<file path="src/rtl/tlca_ram.sv">
// Generic single-write, single-read RAM with a registered read port.
// No dependencies.
`timescale 1ns / 1ps

module tlca_ram #(
  parameter int WIDTH = 8,
  parameter int DEPTH = 16
) (
  input  logic                     clk,
  input  logic                     we,
  input  logic [$clog2(DEPTH)-1:0] waddr,
  input  logic [WIDTH-1:0]         wdata,
  input  logic [$clog2(DEPTH)-1:0] raddr,
  output logic [WIDTH-1:0]         rdata
);

  logic [WIDTH-1:0] mem [DEPTH];
  logic [WIDTH-1:0] rdata_r;

  always_ff @(posedge clk) begin
    if (we) begin
      mem[waddr] <= wdata;
    end
    rdata_r <= mem[raddr];
  end

  assign rdata = rdata_r;

endmodule

</file>
<file path="config.mk">
export PLATFORM = sky130hd
export DESIGN_NAME = tlca_ram
export DESIGN_NICKNAME = d
export VERILOG_FILES = /design/src/rtl/tlca_ram.sv
export SDC_FILE = /design/constraint.sdc
export NUM_CORES = 1
export LEC_CHECK = 0
export ABC_AREA = 1
export BUFFER_PORTS_ARGS = -buffer_cell sky130_fd_sc_hd__buf_4
export CAP_MARGIN = 20
export CELL_PAD_IN_SITES_DETAIL_PLACEMENT = 1
export CELL_PAD_IN_SITES_GLOBAL_PLACEMENT = 1
export CORE_MARGIN = 2
export CORE_UTILIZATION = 50
export DETAILED_ROUTE_END_ITERATION = 10
export GPL_TIMING_DRIVEN = 0
export PLACE_DENSITY_LB_ADDON = 0.1
export SYNTH_ARGS = -nofsm -noshare
export SYNTH_HDL_FRONTEND = slang
export SYNTH_SLANG_ARGS = --single-unit
export TNS_END_PERCENT = 10
</file>
<file path="constraint.sdc">
create_clock -name clk -period 2.3 [get_ports clk]
set_input_delay 0 -clock clk [delete_from_list [all_inputs] [get_ports clk]]
set_output_delay 0 -clock clk [all_outputs]
set_load 0.03 [all_outputs]
</file>
==> results.txt <==
Post-CTS Setup Bufs - 0
H-tree lvl count - 4
period utilisation layout - 49.1%
Worst Tran Pin Value - 1070 ps
die footprint - 12400 um2
CTS Hold Buffers Added - 8
Buffers on Ports - 22
critical path class - input pin to register
reg2reg path depth - 6
register area share after synthesis - 69.4%
max cap viols - 0
drt pass-1 iters - 5
Routed Antenna Nets - 0
aggregate global routing overflow - 0
Reg power frac - 44.6%
Final Routed Wirelength - 17300 um
num ports - 26
Die Width - 111 um
layout cell share with drive strength beyond 1 - 12.7%
GPL Wtd Cong - 0.813
clock latency at the later pin of the worst-skew pair - 430 ps
CP Launch Type - input pin
routed vias/inst - 5.47
total CTS buffers - 17
PD cells - 914 nW/um2
mean post-synth cell area - 10.5 um2
status - finished, final reports clean
#FFs+latches synth - 136
Die Y - 111 um
Fmax - 886 MHz
CTS Root Cell - clkbuf_16
final worst path period need - 1130 ps
slowest cell delay on critical path - 820 ps
Worst setup EP type - register
Slew Limit Headroom - 28.7%
Reg2Reg Setup Slack - 1210 ps
CTS tree - done
initial core utilization - 50.9%
skew final - 11.0 ps
Layout area overhead - 18.7%
largest net degree at the start of global routing - 17
register area - 4000 um2
footprint of the multi-input gates - 1210 um2
Peak VDD IR - 581 uV
via count - 4137
CTS Buffer Depth - 2
combinational share of power - 7.0%
Rows - 39
Clk pwr share - 48.4%
# clock sinks - 136
number of DRC markers in iteration 0 - 445
Pleak - 2.97 nW
Total GRT Usage - 29.3%
setup TNS - 0 ps
max-slew violation count - 0
Worst Path Arrival - 1170 ps
Psw - 0.00143 W
endpoints failing setup - 0
placed wire-length estimate - 10500 um
CTS clk-pin slew, worst paths - 60 ps
number of global-route vias before repair - 4472
filler instances - 1231
Sw Ratio - 22.8%
post-layout util - 60.4%
RSZ-0062 raised after global routing - no
post-synth cell types - 12
CP Cell Sequence - buf_4 > nand3b_1 > nor2_1
DRC viols - 0
worst-path fanout max - 8
Post-Syn Nets - 569
initial antenna violation count - 0
YS warnings - 0
Worst Path Required - 2340 ps
WL per Instance - 22.8 um
first-pass GRT wire length - 26200 um
Final Net Count - 618
hold depth - 4
Int Power - 0.00483 W
Core Area - 11300 um2
Hold Crit Class - input pin to register
diodes inserted - 0
mapped cell area - 5770 um2
Crit-path slowest cell - nor2_1
Synth Instances - 551
final hold vios - 0
post-cts sizing count - 0
final cells by class:
| type | instances | area share (%) |
|---|---|---|
| buffer | 24 | 2.43 |
| clock buffer | 17 | 6.22 |
| inverter | 102 | 5.60 |
| multi-input combinational | 289 | 17.7 |
| timing repair buffer | 30 | 3.58 |
| clock inverter | 15 | 3.31 |
| tap | 143 | 2.61 |
| sequential | 136 | 58.5 |
registers in the layout, summed over array words and instances (netlist names):
name,count
mem,128
rdata,8
placed cells by master (no fill, tap or decap):
| cell type | instances |
|---|---|
| buf_1 | 1 |
| buf_2 | 13 |
| buf_4 | 26 |
| buf_6 | 6 |
| bufinv_16 | 5 |
| clkbuf_16 | 17 |
| clkinv_1 | 1 |
| clkinv_2 | 1 |
| clkinv_4 | 5 |
| clkinvlp_4 | 2 |
| dfxtp_1 | 8 |
| dlygate4sd3_1 | 8 |
| edfxtp_1 | 128 |
| inv_1 | 100 |
| inv_2 | 2 |
| inv_6 | 1 |
| nand2_1 | 173 |
| nand3_1 | 97 |
| nand3b_1 | 2 |
| nor2_1 | 17 |
worst max-delay path, delay by kind of cell:
kind | cells | cell delay (ps)
AND/OR/NAND/NOR | 2 | 1040
buffers and inverters | 1 | 120
power groups by stage:
| stage | Clock [W] | Sequential (W) | Combinational (W) |
|---|---|---|---|
| detailed placement | 0 | 0.00284 | 0.000417 |
| CTS | 0.00303 | 0.00279 | 0.000438 |
| global placement | 0 | 0.00283 | 0.000402 |
| global route | 0.00313 | 0.00279 | 0.000473 |
| finish | 0.00303 | 0.00279 | 0.000441 |
| floorplan | 0 | 0.00287 | 0.000195 |
cells in the mapped netlist:
cell	number	area, um2
nor2_1	17	63.8
edfxtp_1	128	3840
inv_2	2	7.51
buf_2	13	65.1
dfxtp_1	8	160
nand3b_1	2	15.0
nand2_1	173	649
buf_4	4	30.0
nand3_1	97	485
buf_6	6	67.6
buf_1	1	3.75
inv_1	100	375
metal layers:
layer	part of all wire [%]	up-vias	track usage, %	routed length (um)
li1	-	1874	-	-
met1	42	2069	39.5	7300
met2	49	170	47.8	8480
met3	6.7	24	5.77	1150
met4	1.9	0	10.8	324
met5	0	-	0	0
per-stage QoR:
stage          hold slack [ps]  worst slack, ps  area [um2]  total power (W)  instances
3_5_place_dp               347              700        6110          0.00326        716
3_3_place_gp               335              744        6110          0.00324        716
2_1_floorplan             98.9             1350        5770          0.00306        551
4_1_cts                   17.7             1190        6840          0.00626        756
6_report                  28.5             1170        6840          0.00626        756
5_1_grt                   37.1             1130        6840          0.00640        756
worst paths after layout:
path,from,to
setup / recovery,waddr[3],mem[7][7]$_DFFE_PP_
hold / removal,raddr[2],rdata[0]$_DFF_P_
setup reg to reg,mem[10][1]$_DFFE_PP_,rdata[1]$_DFF_P_
hold reg to reg,mem[12][5]$_DFFE_PP_,rdata[5]$_DFF_P_
kinds of logic after synthesis:
group                  share of synthesized area (%)
DFF                                             69.4
and+or+nand+nor                                 21.0
buffers and inverters                           9.52
(Power assumes the default switching activity.)
