`src/rtl/tlca_pkg.sv`:
```
// Package for the binary-lifting LCA block: widths, codes, and the command
// and result structs shared by the sequencer and the top level.
// No dependencies.
`timescale 1ns / 1ps

package tlca_pkg;

  localparam int NODE_W  = 10;
  localparam int NODES   = 1 << NODE_W;
  localparam int LEVEL_W = 10;
  localparam int DIST_W  = 11;
  localparam int ENTRY_W = NODE_W + 1;

  localparam logic [LEVEL_W-1:0] LEVEL_MAX = '1;
  localparam logic [DIST_W-1:0]  NO_PATH   = '1;

  localparam int IN_TDATA_W  = 24;
  localparam int IN_TUSER_W  = 2;
  localparam int OUT_TDATA_W = 24;

  localparam logic FUNC_LOAD  = 1'b0;
  localparam logic FUNC_QUERY = 1'b1;

  typedef struct packed {
    logic              func;
    logic              is_root;
    logic [NODE_W-1:0] node;
    logic [NODE_W-1:0] other_node;
  } tlca_cmd_t;

  typedef struct packed {
    logic              valid;
    logic [NODE_W-1:0] common_ancestor;
    logic [DIST_W-1:0] distance;
  } tlca_res_t;

endpackage

```
`src/rtl/tlca_ctrl.sv`:
```
// Sequencer of the LCA block: fills ancestor rows on load and runs the two
// lifting passes on query, one table read per step.
// Depends on tlca_pkg; drives the jump-table and level RAMs of the top level.
`timescale 1ns / 1ps

module tlca_ctrl
  import tlca_pkg::*;
#(
  parameter int LEVELS = 10,
  parameter int LW     = (LEVELS > 1) ? $clog2(LEVELS) : 1
) (
  input  logic                       clk,
  input  logic                       rst_n,
  input  logic                       cmd_valid,
  output logic                       cmd_ready,
  input  tlca_cmd_t                  cmd,
  output logic                       jt_we,
  output logic [NODE_W+LW-1:0]       jt_waddr,
  output logic [ENTRY_W-1:0]         jt_wdata,
  output logic [NODE_W+LW-1:0]       jt_raddr,
  input  logic [ENTRY_W-1:0]         jt_rdata,
  output logic                       lv_we,
  output logic [NODE_W-1:0]          lv_waddr,
  output logic [LEVEL_W-1:0]         lv_wdata,
  output logic [NODE_W-1:0]          lv_raddr,
  input  logic [LEVEL_W-1:0]         lv_rdata,
  output tlca_res_t                  res,
  input  logic                       res_ready
);

  localparam int KW = $clog2(LEVELS + 1);
  localparam logic [KW-1:0] K_TOP  = KW'(LEVELS - 1);
  localparam logic [KW-1:0] K_LAST = KW'(LEVELS);

  typedef enum logic [16:0] {
    S_IDLE   = 17'h00001,
    S_L_LVL  = 17'h00002,
    S_L_ROOT = 17'h00004,
    S_ROW    = 17'h00008,
    S_ROW_WR = 17'h00010,
    S_Q_LA   = 17'h00020,
    S_Q_LB   = 17'h00040,
    S_P1_RD  = 17'h00080,
    S_P1_E   = 17'h00100,
    S_P1_L   = 17'h00200,
    S_MEET   = 17'h00400,
    S_P2_RA  = 17'h00800,
    S_P2_RB  = 17'h01000,
    S_P2_CMP = 17'h02000,
    S_FIN_RD = 17'h04000,
    S_FIN    = 17'h08000,
    S_DIST   = 17'h10000
  } state_t;

  // One extra state would only hold the result; it is shown in S_IDLE while done_r is set.
  localparam state_t S_DONE_ALIAS = S_IDLE;

  state_t              state_r, state_nxt;
  logic                done_r, done_nxt;
  logic [NODE_W-1:0]   u_r, u_nxt;
  logic [NODE_W-1:0]   v_r, v_nxt;
  logic [NODE_W-1:0]   a_r, a_nxt;
  logic [NODE_W-1:0]   b_r, b_nxt;
  logic [NODE_W-1:0]   e_r, e_nxt;
  logic [LEVEL_W-1:0]  la_r, la_nxt;
  logic [LEVEL_W-1:0]  lb_r, lb_nxt;
  logic [LEVEL_W-1:0]  lvb_r, lvb_nxt;
  logic [KW-1:0]       k_r, k_nxt;
  logic [ENTRY_W-1:0]  mid_r, mid_nxt;
  logic [ENTRY_W-1:0]  ea_r, ea_nxt;
  logic [NODE_W-1:0]   lca_r, lca_nxt;
  logic                found_r, found_nxt;
  logic [NODE_W-1:0]   rca_r, rca_nxt;
  logic [DIST_W-1:0]   rdist_r, rdist_nxt;

  logic [KW-1:0]       km1;
  logic [DIST_W-1:0]   da, db;
  logic                accept;

  assign km1    = k_r - 1'b1;
  assign accept = cmd_valid && cmd_ready;

  // Level differences are floored at zero before they are summed.
  assign da = (la_r > lv_rdata) ? {1'b0, la_r - lv_rdata} : '0;
  assign db = (lb_r > lv_rdata) ? {1'b0, lb_r - lv_rdata} : '0;

  always_comb begin
    state_nxt = state_r;
    done_nxt  = done_r;
    u_nxt     = u_r;
    v_nxt     = v_r;
    a_nxt     = a_r;
    b_nxt     = b_r;
    e_nxt     = e_r;
    la_nxt    = la_r;
    lb_nxt    = lb_r;
    lvb_nxt   = lvb_r;
    k_nxt     = k_r;
    mid_nxt   = mid_r;
    ea_nxt    = ea_r;
    lca_nxt   = lca_r;
    found_nxt = found_r;
    rca_nxt   = rca_r;
    rdist_nxt = rdist_r;
    jt_we     = 1'b0;
    jt_waddr  = {u_r, k_r[LW-1:0]};
    jt_wdata  = '0;
    jt_raddr  = {a_r, k_r[LW-1:0]};
    lv_we     = 1'b0;
    lv_waddr  = u_r;
    lv_wdata  = '0;
    lv_raddr  = lca_r;

    case (state_r)
      S_IDLE: begin
        if (done_r) begin
          if (res_ready) begin
            done_nxt = 1'b0;
          end
        end else if (accept) begin
          u_nxt = cmd.node;
          v_nxt = cmd.other_node;
          if (cmd.func == FUNC_QUERY) begin
            lv_raddr  = cmd.node;
            state_nxt = S_Q_LA;
          end else if (cmd.is_root) begin
            mid_nxt   = '0;
            k_nxt     = KW'(1);
            state_nxt = S_L_ROOT;
          end else begin
            lv_raddr  = cmd.other_node;
            state_nxt = S_L_LVL;
          end
        end
      end
      S_L_LVL: begin
        lv_we     = 1'b1;
        lv_wdata  = (lv_rdata == LEVEL_MAX) ? LEVEL_MAX : lv_rdata + 1'b1;
        mid_nxt   = {1'b1, v_r};
        k_nxt     = KW'(1);
        state_nxt = S_ROW;
      end
      S_L_ROOT: begin
        lv_we     = 1'b1;
        lv_wdata  = '0;
        state_nxt = S_ROW;
      end
      // Entry k-1 of the row is written in the same cycle as the source of entry k
      // is read, so a row that refers to the node itself still sees the old
      // contents of that entry.
      S_ROW: begin
        jt_we    = 1'b1;
        jt_waddr = {u_r, km1[LW-1:0]};
        jt_wdata = mid_r;
        if (k_r == K_LAST) begin
          state_nxt = S_IDLE;
        end else if (mid_r[ENTRY_W-1]) begin
          jt_raddr  = {mid_r[NODE_W-1:0], km1[LW-1:0]};
          state_nxt = S_ROW_WR;
        end else begin
          mid_nxt = '0;
          k_nxt   = k_r + 1'b1;
        end
      end
      S_ROW_WR: begin
        mid_nxt   = jt_rdata;
        k_nxt     = k_r + 1'b1;
        state_nxt = S_ROW;
      end
      S_Q_LA: begin
        la_nxt    = lv_rdata;
        lv_raddr  = v_r;
        state_nxt = S_Q_LB;
      end
      S_Q_LB: begin
        lb_nxt = lv_rdata;
        if (lv_rdata > la_r) begin
          a_nxt   = v_r;
          b_nxt   = u_r;
          lvb_nxt = la_r;
        end else begin
          a_nxt   = u_r;
          b_nxt   = v_r;
          lvb_nxt = lv_rdata;
        end
        k_nxt     = K_TOP;
        state_nxt = S_P1_RD;
      end
      S_P1_RD: begin
        state_nxt = S_P1_E;
      end
      S_P1_E: begin
        if (jt_rdata[ENTRY_W-1]) begin
          e_nxt     = jt_rdata[NODE_W-1:0];
          lv_raddr  = jt_rdata[NODE_W-1:0];
          state_nxt = S_P1_L;
        end else if (k_r == '0) begin
          state_nxt = S_MEET;
        end else begin
          k_nxt     = km1;
          state_nxt = S_P1_RD;
        end
      end
      S_P1_L: begin
        if (lv_rdata >= lvb_r) begin
          a_nxt = e_r;
        end
        if (k_r == '0) begin
          state_nxt = S_MEET;
        end else begin
          k_nxt     = km1;
          state_nxt = S_P1_RD;
        end
      end
      S_MEET: begin
        if (a_r == b_r) begin
          lca_nxt   = a_r;
          found_nxt = 1'b1;
          lv_raddr  = a_r;
          state_nxt = S_DIST;
        end else begin
          k_nxt     = K_TOP;
          state_nxt = S_P2_RA;
        end
      end
      S_P2_RA: begin
        state_nxt = S_P2_RB;
      end
      S_P2_RB: begin
        ea_nxt    = jt_rdata;
        jt_raddr  = {b_r, k_r[LW-1:0]};
        state_nxt = S_P2_CMP;
      end
      S_P2_CMP: begin
        if (ea_r != jt_rdata && ea_r[ENTRY_W-1] && jt_rdata[ENTRY_W-1]) begin
          a_nxt = ea_r[NODE_W-1:0];
          b_nxt = jt_rdata[NODE_W-1:0];
        end
        if (k_r == '0) begin
          state_nxt = S_FIN_RD;
        end else begin
          k_nxt     = km1;
          state_nxt = S_P2_RA;
        end
      end
      S_FIN_RD: begin
        jt_raddr  = {a_r, {LW{1'b0}}};
        state_nxt = S_FIN;
      end
      S_FIN: begin
        lca_nxt   = jt_rdata[NODE_W-1:0];
        found_nxt = jt_rdata[ENTRY_W-1];
        lv_raddr  = jt_rdata[NODE_W-1:0];
        state_nxt = S_DIST;
      end
      S_DIST: begin
        if (found_r) begin
          rca_nxt   = lca_r;
          rdist_nxt = da + db;
        end else begin
          rca_nxt   = '0;
          rdist_nxt = NO_PATH;
        end
        done_nxt  = 1'b1;
        state_nxt = S_DONE_ALIAS;
      end
      default: begin
        state_nxt = S_IDLE;
      end
    endcase
  end

  assign cmd_ready           = (state_r == S_IDLE) && !done_r;
  assign res.valid           = done_r;
  assign res.common_ancestor = rca_r;
  assign res.distance        = rdist_r;

  always_ff @(posedge clk) begin
    if (!rst_n) begin
      state_r <= S_IDLE;
      done_r  <= 1'b0;
    end else begin
      state_r <= state_nxt;
      done_r  <= done_nxt;
    end
    u_r     <= u_nxt;
    v_r     <= v_nxt;
    a_r     <= a_nxt;
    b_r     <= b_nxt;
    e_r     <= e_nxt;
    la_r    <= la_nxt;
    lb_r    <= lb_nxt;
    lvb_r   <= lvb_nxt;
    k_r     <= k_nxt;
    mid_r   <= mid_nxt;
    ea_r    <= ea_nxt;
    lca_r   <= lca_nxt;
    found_r <= found_nxt;
    rca_r   <= rca_nxt;
    rdist_r <= rdist_nxt;
  end

`ifndef SYNTH
  a_row_write_in_load : assert property (@(posedge clk) disable iff (!rst_n)
    jt_we |-> (state_r == S_ROW))
    else $error("jump table written outside a load");

  a_level_write_in_load : assert property (@(posedge clk) disable iff (!rst_n)
    lv_we |-> (state_r == S_L_LVL || state_r == S_L_ROOT))
    else $error("level table written outside a load");

  a_no_path_zero : assert property (@(posedge clk) disable iff (!rst_n)
    (res.valid && res.distance == NO_PATH) |-> (res.common_ancestor == '0))
    else $error("unreachable pair reported with a nonzero ancestor");

  a_busy_after_accept : assert property (@(posedge clk) disable iff (!rst_n)
    accept |=> !cmd_ready)
    else $error("new transaction taken while the previous one runs");
`endif

endmodule

```
`config.mk`:
```
export PLATFORM = sky130hd
export DESIGN_NAME = tlca_ctrl
export DESIGN_NICKNAME = d
export VERILOG_FILES = /design/src/rtl/tlca_pkg.sv /design/src/rtl/tlca_ctrl.sv
export SDC_FILE = /design/constraint.sdc
export NUM_CORES = 1
export LEC_CHECK = 0
export ABC_AREA = 1
export BUFFER_PORTS_ARGS = -buffer_cell sky130_fd_sc_hd__buf_4
export CORE_MARGIN = 4
export CORE_UTILIZATION = 50
export DETAILED_ROUTE_END_ITERATION = 6
export PLACE_DENSITY = 0.77
export SYNTH_ARGS = -nofsm -noshare
export SYNTH_HDL_FRONTEND = slang
export SYNTH_SLANG_ARGS = --single-unit
export TNS_END_PERCENT = 100
```
`constraint.sdc`:
```
create_clock -name clk -period 3.7 [get_ports clk]
set_clock_uncertainty 0.05 [all_clocks]
set_input_delay 0.185 -clock clk [delete_from_list [all_inputs] [get_ports clk]]
set_output_delay 0.185 -clock clk [all_outputs]
set_load 0.05 [all_outputs]
```
==> flow_summary.ini, run 1 <==
[placement]
dpl.cell_count = 1617
detailed_place_hpwl_mm = 22.7
placed_area_um2 = 11400
portBuffers = 140
gp_congestion = 0.938

[clock_network]
postCtsSetupRepairBufs = 0
numCtsBuffers = 17
clk_pin_slew_worst_paths_ns = 0.07
cts_sinks = 156
cts_tree = built
cts_buffer_depth = 2
cts_htree_levels = 4
root_buffer = clkbuf_16
clkLatencyLatePin_ns = 0.44

[timing]
fin_crit_sh = 0.940
hold_ws_ns = 0.0349
slew_headroom = 0.420
finalSetupViolCount = 0
finalHoldViolations = 0
maxClockFrequency_mhz = 287
maxSlewViolCount = 0
min_period_ns = 3.48
worstMarginPinSlew_ns = 0.869

[power_and_ir_drop]
power_density_nw_per_um2 = 547
ir_drop_mv = 0.526
power_mw = 6.82
power.leakage_nw = 5.68

[yosys]
synth_flop_cell = edfxtp_1
syn-num-nets = 1338
synth-seq-area-share = 0.444
synth_seq_cells = 156
synth_edf_count = 138
synth-warning-count = 0
syn_area_per_cell_um2 = 8.16
synth_cell_types = 50
async_flop_share = 0
postSynthCellCount = 1244
syn_area_um2 = 10100

[grt]
use_met3 = 0.0464
grt_pass1_vias = 8874
overflow = 0
top_usage_layer = met2
grt_pass1_wl_mm = 46.9
grt_util_met1 = 0.360
grt_max_degree = 61
grt_use_met2 = 0.440
antenna_found_initial = 0
grt_usage = 0.265

[critical_path]
cpPeakStageDelay_ns = 0.56
crit_slowest_cell = dlygate4sd3_1
worstSetupEndpointType = register
path_class = in2reg
crit_path_cell_trace = dlygate4sd3_1 -> buf_6 -> ha_1 -> inv_1 -> fa_1 -> nand3_1 -> nand2_2 -> nand2_1 -> nand2_1 -> a21oi_1 -> nor2_1 -> o21ai_2 -> or2_2 -> inv_1 -> ha_2 -> fa_2 -> nand3_1 -> nand2_1 -> a21oi_2 -> o21ai_1 -> a21oi_1 -> o211ai_1
crit_path_frequent_cell = nand2_1
cp-start-kind = input port
reg2regPathDepth = 21
cp_max_fo = 9
worstPathArrival_ns = 3.57
required_ns = 3.80

[floorplanning]
initial_core_util = 0.515
core_um2 = 19700
pin_count = 141
fp.dieW_um = 150
rows = 51
die_h_um = 150
die-area_um2 = 22600

[detailed_routing]
vias = 9432
drc = 4
vias_per_cell = 5.58
postRouteAntennaNets = 0
finalWirelength_mm = 29.8
drt-initial-drc-count = 1009
firstDrtPassIters = 7
avgRoutedWirePerCell_um = 17.6

[cells_and_area]
final_cells = 1691
fill_cells = 1669
drive_above_1_share = 0.171
final_nets = 1507
syn2layout_area_growth_pct = 22.8
antenna_cells = 0
fin_area_um2 = 12500

[hold_path]
hold_class = in2reg
min_path_cells = 3

[outcome]
violations = DRC
status = finished with violations

[job]
drv_cap = 0
## critical path: cells and delay by family
family / cells / cell delay (ns)
adders and majority gates: 4 / 1.11
buffers and inverters: 4 / 0.81
AOI/OAI and AO/OA: 6 / 0.78
and+or+nand+nor: 8 / 0.68
## timing repair
action,CTS,global route
endpoints found under the hold margin,63,0
resized for setup,0,17
setup endpoints to repair,0,4
hold buffers,42,0
## final timing paths
check                      start                        end  slack (ns)
min reg2reg  done_r$_SDFFE_PN0P_        done_r$_SDFFE_PN0P_        0.54
max                  lv_rdata[0]  rdist_r[10]$_SDFFCE_PN1P_        0.22
min                        rst_n   state_r[15]$_SDFFE_PN0P_        0.03
max reg2reg    lb_r[0]$_DFFE_PP_  rdist_r[10]$_SDFFCE_PN1P_        0.28
## through the flow
step | setup WS, ns | TNS [ns] | utilization
2_1_floorplan | 0.227 | 0 | -
3_3_place_gp | 0.205 | 0 | 0.578
3_5_place_dp | 0.129 | 0 | 0.578
4_1_cts | 0.0998 | 0 | 0.630
5_1_grt | -0.0190 | -0.0277 | 0.632
6_report | 0.221 | 0 | 0.632
## cells in the mapped netlist (2+ instances only)
| master | number | share of area |
|---|---|---|
| a31oi_1 | 4 | 0.0025 |
| xnor2_1 | 16 | 0.014 |
| nor2_2 | 9 | 0.0055 |
| nand2_1 | 236 | 0.087 |
| o22ai_1 | 28 | 0.017 |
| dfxtp_1 | 18 | 0.036 |
| inv_2 | 9 | 0.0033 |
| edfxtp_1 | 138 | 0.41 |
| nor2_4 | 2 | 0.0022 |
| fa_1 | 3 | 0.0059 |
| a22oi_1 | 9 | 0.0067 |
| or2_2 | 5 | 0.0031 |
| o21a_1 | 2 | 0.0015 |
| nor4_1 | 3 | 0.0018 |
| nand3b_1 | 2 | 0.0015 |
| nor3_1 | 20 | 0.0099 |
| nand3_1 | 107 | 0.053 |
| nor3_2 | 2 | 0.0020 |
| ha_1 | 44 | 0.054 |
| clkinv_1 | 2 | 0.00074 |
| a21o_1 | 3 | 0.0022 |
| buf_2 | 12 | 0.0059 |
| nor3b_1 | 2 | 0.0015 |
| xor2_1 | 22 | 0.019 |
| buf_1 | 2 | 0.00074 |
| o21bai_1 | 2 | 0.0015 |
| clkbuf_1 | 19 | 0.0070 |
| inv_1 | 198 | 0.073 |
| o21ai_2 | 2 | 0.0017 |
| buf_4 | 13 | 0.0096 |
| nor2_1 | 102 | 0.038 |
| nand2_2 | 6 | 0.0037 |
| o21ai_0 | 79 | 0.039 |
| o211ai_1 | 38 | 0.028 |
| a211oi_1 | 2 | 0.0015 |
| buf_6 | 2 | 0.0022 |
| nand4_1 | 16 | 0.0099 |
| a21oi_1 | 51 | 0.025 |
| nand3_4 | 2 | 0.0035 |
| nand3_2 | 2 | 0.0020 |
## cell type report
type                    count  area [µm²]  share of cell area
clock buffers              17         425              0.0341
clock inverters            15         174              0.0140
inverters                 210         790              0.0633
multi-input cells         830        4650               0.373
flip-flops and latches    156        4500               0.361
well taps                 265         332              0.0266
repair buffers            198        1600               0.128
## layout by cell type, fill, tap and decap left out, types with 3 or more instances in the layout
cell	instances
nand2_1	235
o21ai_0	75
inv_8	4
o22ai_1	28
dfxtp_1	18
nor2_2	10
inv_6	4
a22oi_1	9
nor4_1	3
nor3_1	18
a31oi_1	4
or2_2	5
inv_2	9
buf_4	155
o211ai_1	38
clkbuf_16	17
xnor2_1	16
nand3_1	107
a21oi_2	4
edfxtp_1	138
nand2_2	7
o21ai_1	5
nand4_1	16
inv_1	198
nor2_1	101
a21o_1	3
a21oi_1	47
nor3_2	4
xor2_1	22
ha_1	42
clkinvlp_4	3
dlygate4sd3_1	42
## power breakdown
part           switching [mW]  total, mW  leakage, nW  internal, mW
sequential              0.132       2.28         1.41          2.15
clock                   0.811       1.77        0.284         0.964
combinational            1.94       2.76         3.98         0.820
total                    2.88       6.82         5.68          3.93
## logic make-up (layout without fill, tap and decap cells)
kind of cell | count (synthesis) | in the layout | synth area share
AOI/OAI and AO/OA | 227 | 227 | 0.133
xor gates and xnor gates | 38 | 38 | 0.0328
adders and majority gates | 47 | 47 | 0.0602
buffers and inverters | 258 | 440 | 0.103
DFF | 156 | 156 | 0.444
and+or+nand+nor | 518 | 518 | 0.227
## state kept, by name, indices dropped and copies added (netlist names), 11 cells and up
signal	count
state_r	17
ea_r	11
rdist_r	11
mid_r	11
## metal layers
| metal | part of all wire | wire length (µm) |
|---|---|---|
| met5 | 0 | 0 |
| met4 | 0.020 | 604 |
| met3 | 0.094 | 2800 |
| met2 | 0.47 | 14100 |
| met1 | 0.41 | 12300 |
Power figures use the tool's default switching activity.
==> inputs of run 2 (changes only) <==
--- a/config.mk
+++ b/config.mk
@@ -7,10 +7,10 @@
 export LEC_CHECK = 0
 export ABC_AREA = 1
 export BUFFER_PORTS_ARGS = -buffer_cell sky130_fd_sc_hd__buf_4
-export CORE_MARGIN = 4
 export CORE_UTILIZATION = 50
 export DETAILED_ROUTE_END_ITERATION = 6
 export PLACE_DENSITY = 0.77
+export SETUP_SLACK_MARGIN = 0.2
 export SYNTH_ARGS = -nofsm -noshare
 export SYNTH_HDL_FRONTEND = slang
 export SYNTH_SLANG_ARGS = --single-unit
==> flow_summary.ini, run 2 (same netlist as run 1, synthesis figures left out) <==
[outcome]
status = completed

[clock_network]
root_buffer = clkbuf_16
clkLatencyLatePin_ns = 0.44
cts_buffer_depth = 2
cts_tree = built
clk_pin_slew_worst_paths_ns = 0.07
cts_htree_levels = 4
numCtsBuffers = 17
cts_sinks = 156

[power_and_ir_drop]
power.leakage_nw = 5.78
ir_drop_mv = 0.456
power_density_nw_per_um2 = 537

[floorplanning]
fp.dieW_um = 144
die_h_um = 144
rows = 51
die-area_um2 = 20900
initial_core_util = 0.516
core_um2 = 19700
pin_count = 141

[timing]
worstMarginPinSlew_ns = 0.919
tns_ns = 0
maxClockFrequency_mhz = 284
min_period_ns = 3.52
finalSetupViolCount = 0
maxSlewViolCount = 0
slew_headroom = 0.387
rsz0062_at_grt = true
fin_crit_sh = 0.951
finalHoldViolations = 0

[cells_and_area]
layout_common_cells = nand2_1 (232), inv_1 (191), buf_4 (173)
antenna_cells = 0
final_nets = 1526
post-route-util = 0.652
fin_area_um2 = 12800
layout_commonest_cell = nand2_1
drive_above_1_share = 0.204
syn2layout_area_growth_pct = 26.3
regMostFlops = state_r
largest_reg_flops = 17

[critical_path]
crit_path_frequent_cell = a21oi_2
cp-endpoint = rdist_r[10]$_SDFFCE_PN1P_
crit_start = lv_rdata[6]
cp-start-kind = input port
worstSetupEndpointType = register
r2r_slack_ns = 0.21
required_ns = 3.77
r2r_start = lb_r[0]$_DFFE_PP_
cp_max_fo = 9
worstReg2RegEnd = rdist_r[10]$_SDFFCE_PN1P_
reg2regPathDepth = 21
crit_slowest_cell = dlygate4sd3_1
path_class = in2reg
worstPathArrival_ns = 3.59
cpPeakStageDelay_ns = 0.55
crit_path_cell_trace = dlygate4sd3_1 -> buf_6 -> clkinvlp_4 -> ha_4 -> nand2_1 -> nor3_2 -> nand2_2 -> nand2_2 -> a21oi_2 -> nor2_1 -> o21ai_2 -> buf_4 -> nor2_1 -> ha_2 -> a21oi_2 -> nand2_2 -> a21oi_2 -> o21ai_2 -> a21oi_2 -> o211ai_1

[grt]
grt_pass1_vias = 8913
grt_pass1_wl_mm = 45.8
antenna_found_initial = 0
overflow = 0
grt_usage = 0.291
grt_max_degree = 61

[detailed_routing]
firstDrtPassIters = 6
drt-initial-drc-count = 1054
drc = 0
postRouteAntennaNets = 0
avgRoutedWirePerCell_um = 17.8
vias_per_cell = 5.65
finalWirelength_mm = 30.4
vias = 9655

[job]
drv_cap = 0

[placement]
detailed_place_hpwl_mm = 22.2
gp_congestion = 0.935
portBuffers = 140
placed_area_um2 = 11400

[hold_path]
hold_class = in2reg
[run 2: worst max-delay path: cells and delay by family]
kind,cells,cell delay [ns]
adders and majority gates,2,0.66
and+or+nand+nor,7,0.84
buffers and inverters,4,0.99
AOI/OAI and AO/OA,7,0.89
[run 2: metrics by stage]
stage | hold slack [ns] | setup slack (ns) | instances | total power, mW
floorplan | 0.234 | 0.227 | 1244 | 4.23
global placement | 0.323 | 0.271 | 1615 | 4.95
detailed placement | 0.322 | 0.0971 | 1615 | 4.98
CTS | 0.0302 | 0.188 | 1691 | 6.77
global route | 0.0355 | 0.0235 | 1710 | 7.17
finish | 0.0372 | 0.181 | 1710 | 6.88
[run 2: area by class of cell]
type,instances,area (µm²)
fillers,1627,6830
well taps,265,332
multi-input cells,830,4840
repair buffers,217,1740
clock inverters,15,174
flip-flops and latches,156,4500
clock buffers,17,425
inverters,210,803
[run 2: what timing repair did]
| action | 4_1_cts | 5_1_grt |
|---|---|---|
| gates resized for setup | 2 | 57 |
| setup endpoints to repair | 3 | 6 |
| hold endpoints to repair | 63 | 0 |
| hold buffers | 42 | 0 |
| pin swaps | 1 | 26 |
| setup buffers | 2 | 19 |
[run 2: routing by layer]
layer,share of wire,GRT usage,up-vias,wire (µm)
li1,-,-,4566,-
met1,0.40,0.376,4461,12100
met2,0.48,0.488,556,14500
met3,0.10,0.0599,72,3040
met4,0.024,0.0914,0,736
met5,0,0,-,0
[run 2: how the worst min path moves through the flow]
stage	from	end	cells past startpoint
3_5_place_dp	cmd[17]	lv_waddr[7]$_DFFE_PP_	1
5_1_grt	rst_n	state_r[2]$_SDFFE_PN0P_	3
6_report	rst_n	state_r[1]$_SDFFE_PN0P_	3
4_1_cts	rst_n	state_r[1]$_SDFFE_PN0P_	3
3_3_place_gp	cmd[0]	v_r[0]$_DFFE_PP_	1
2_1_floorplan	jt_rdata[0]	e_r[0]$_DFFE_PP_	0
[run 2: power by group]
part,internal [mW],leakage (nW),total (mW),switching [mW]
combinational,0.860,4.08,2.83,1.97
clock,0.965,0.285,1.78,0.812
sequential,2.15,1.41,2.28,0.129
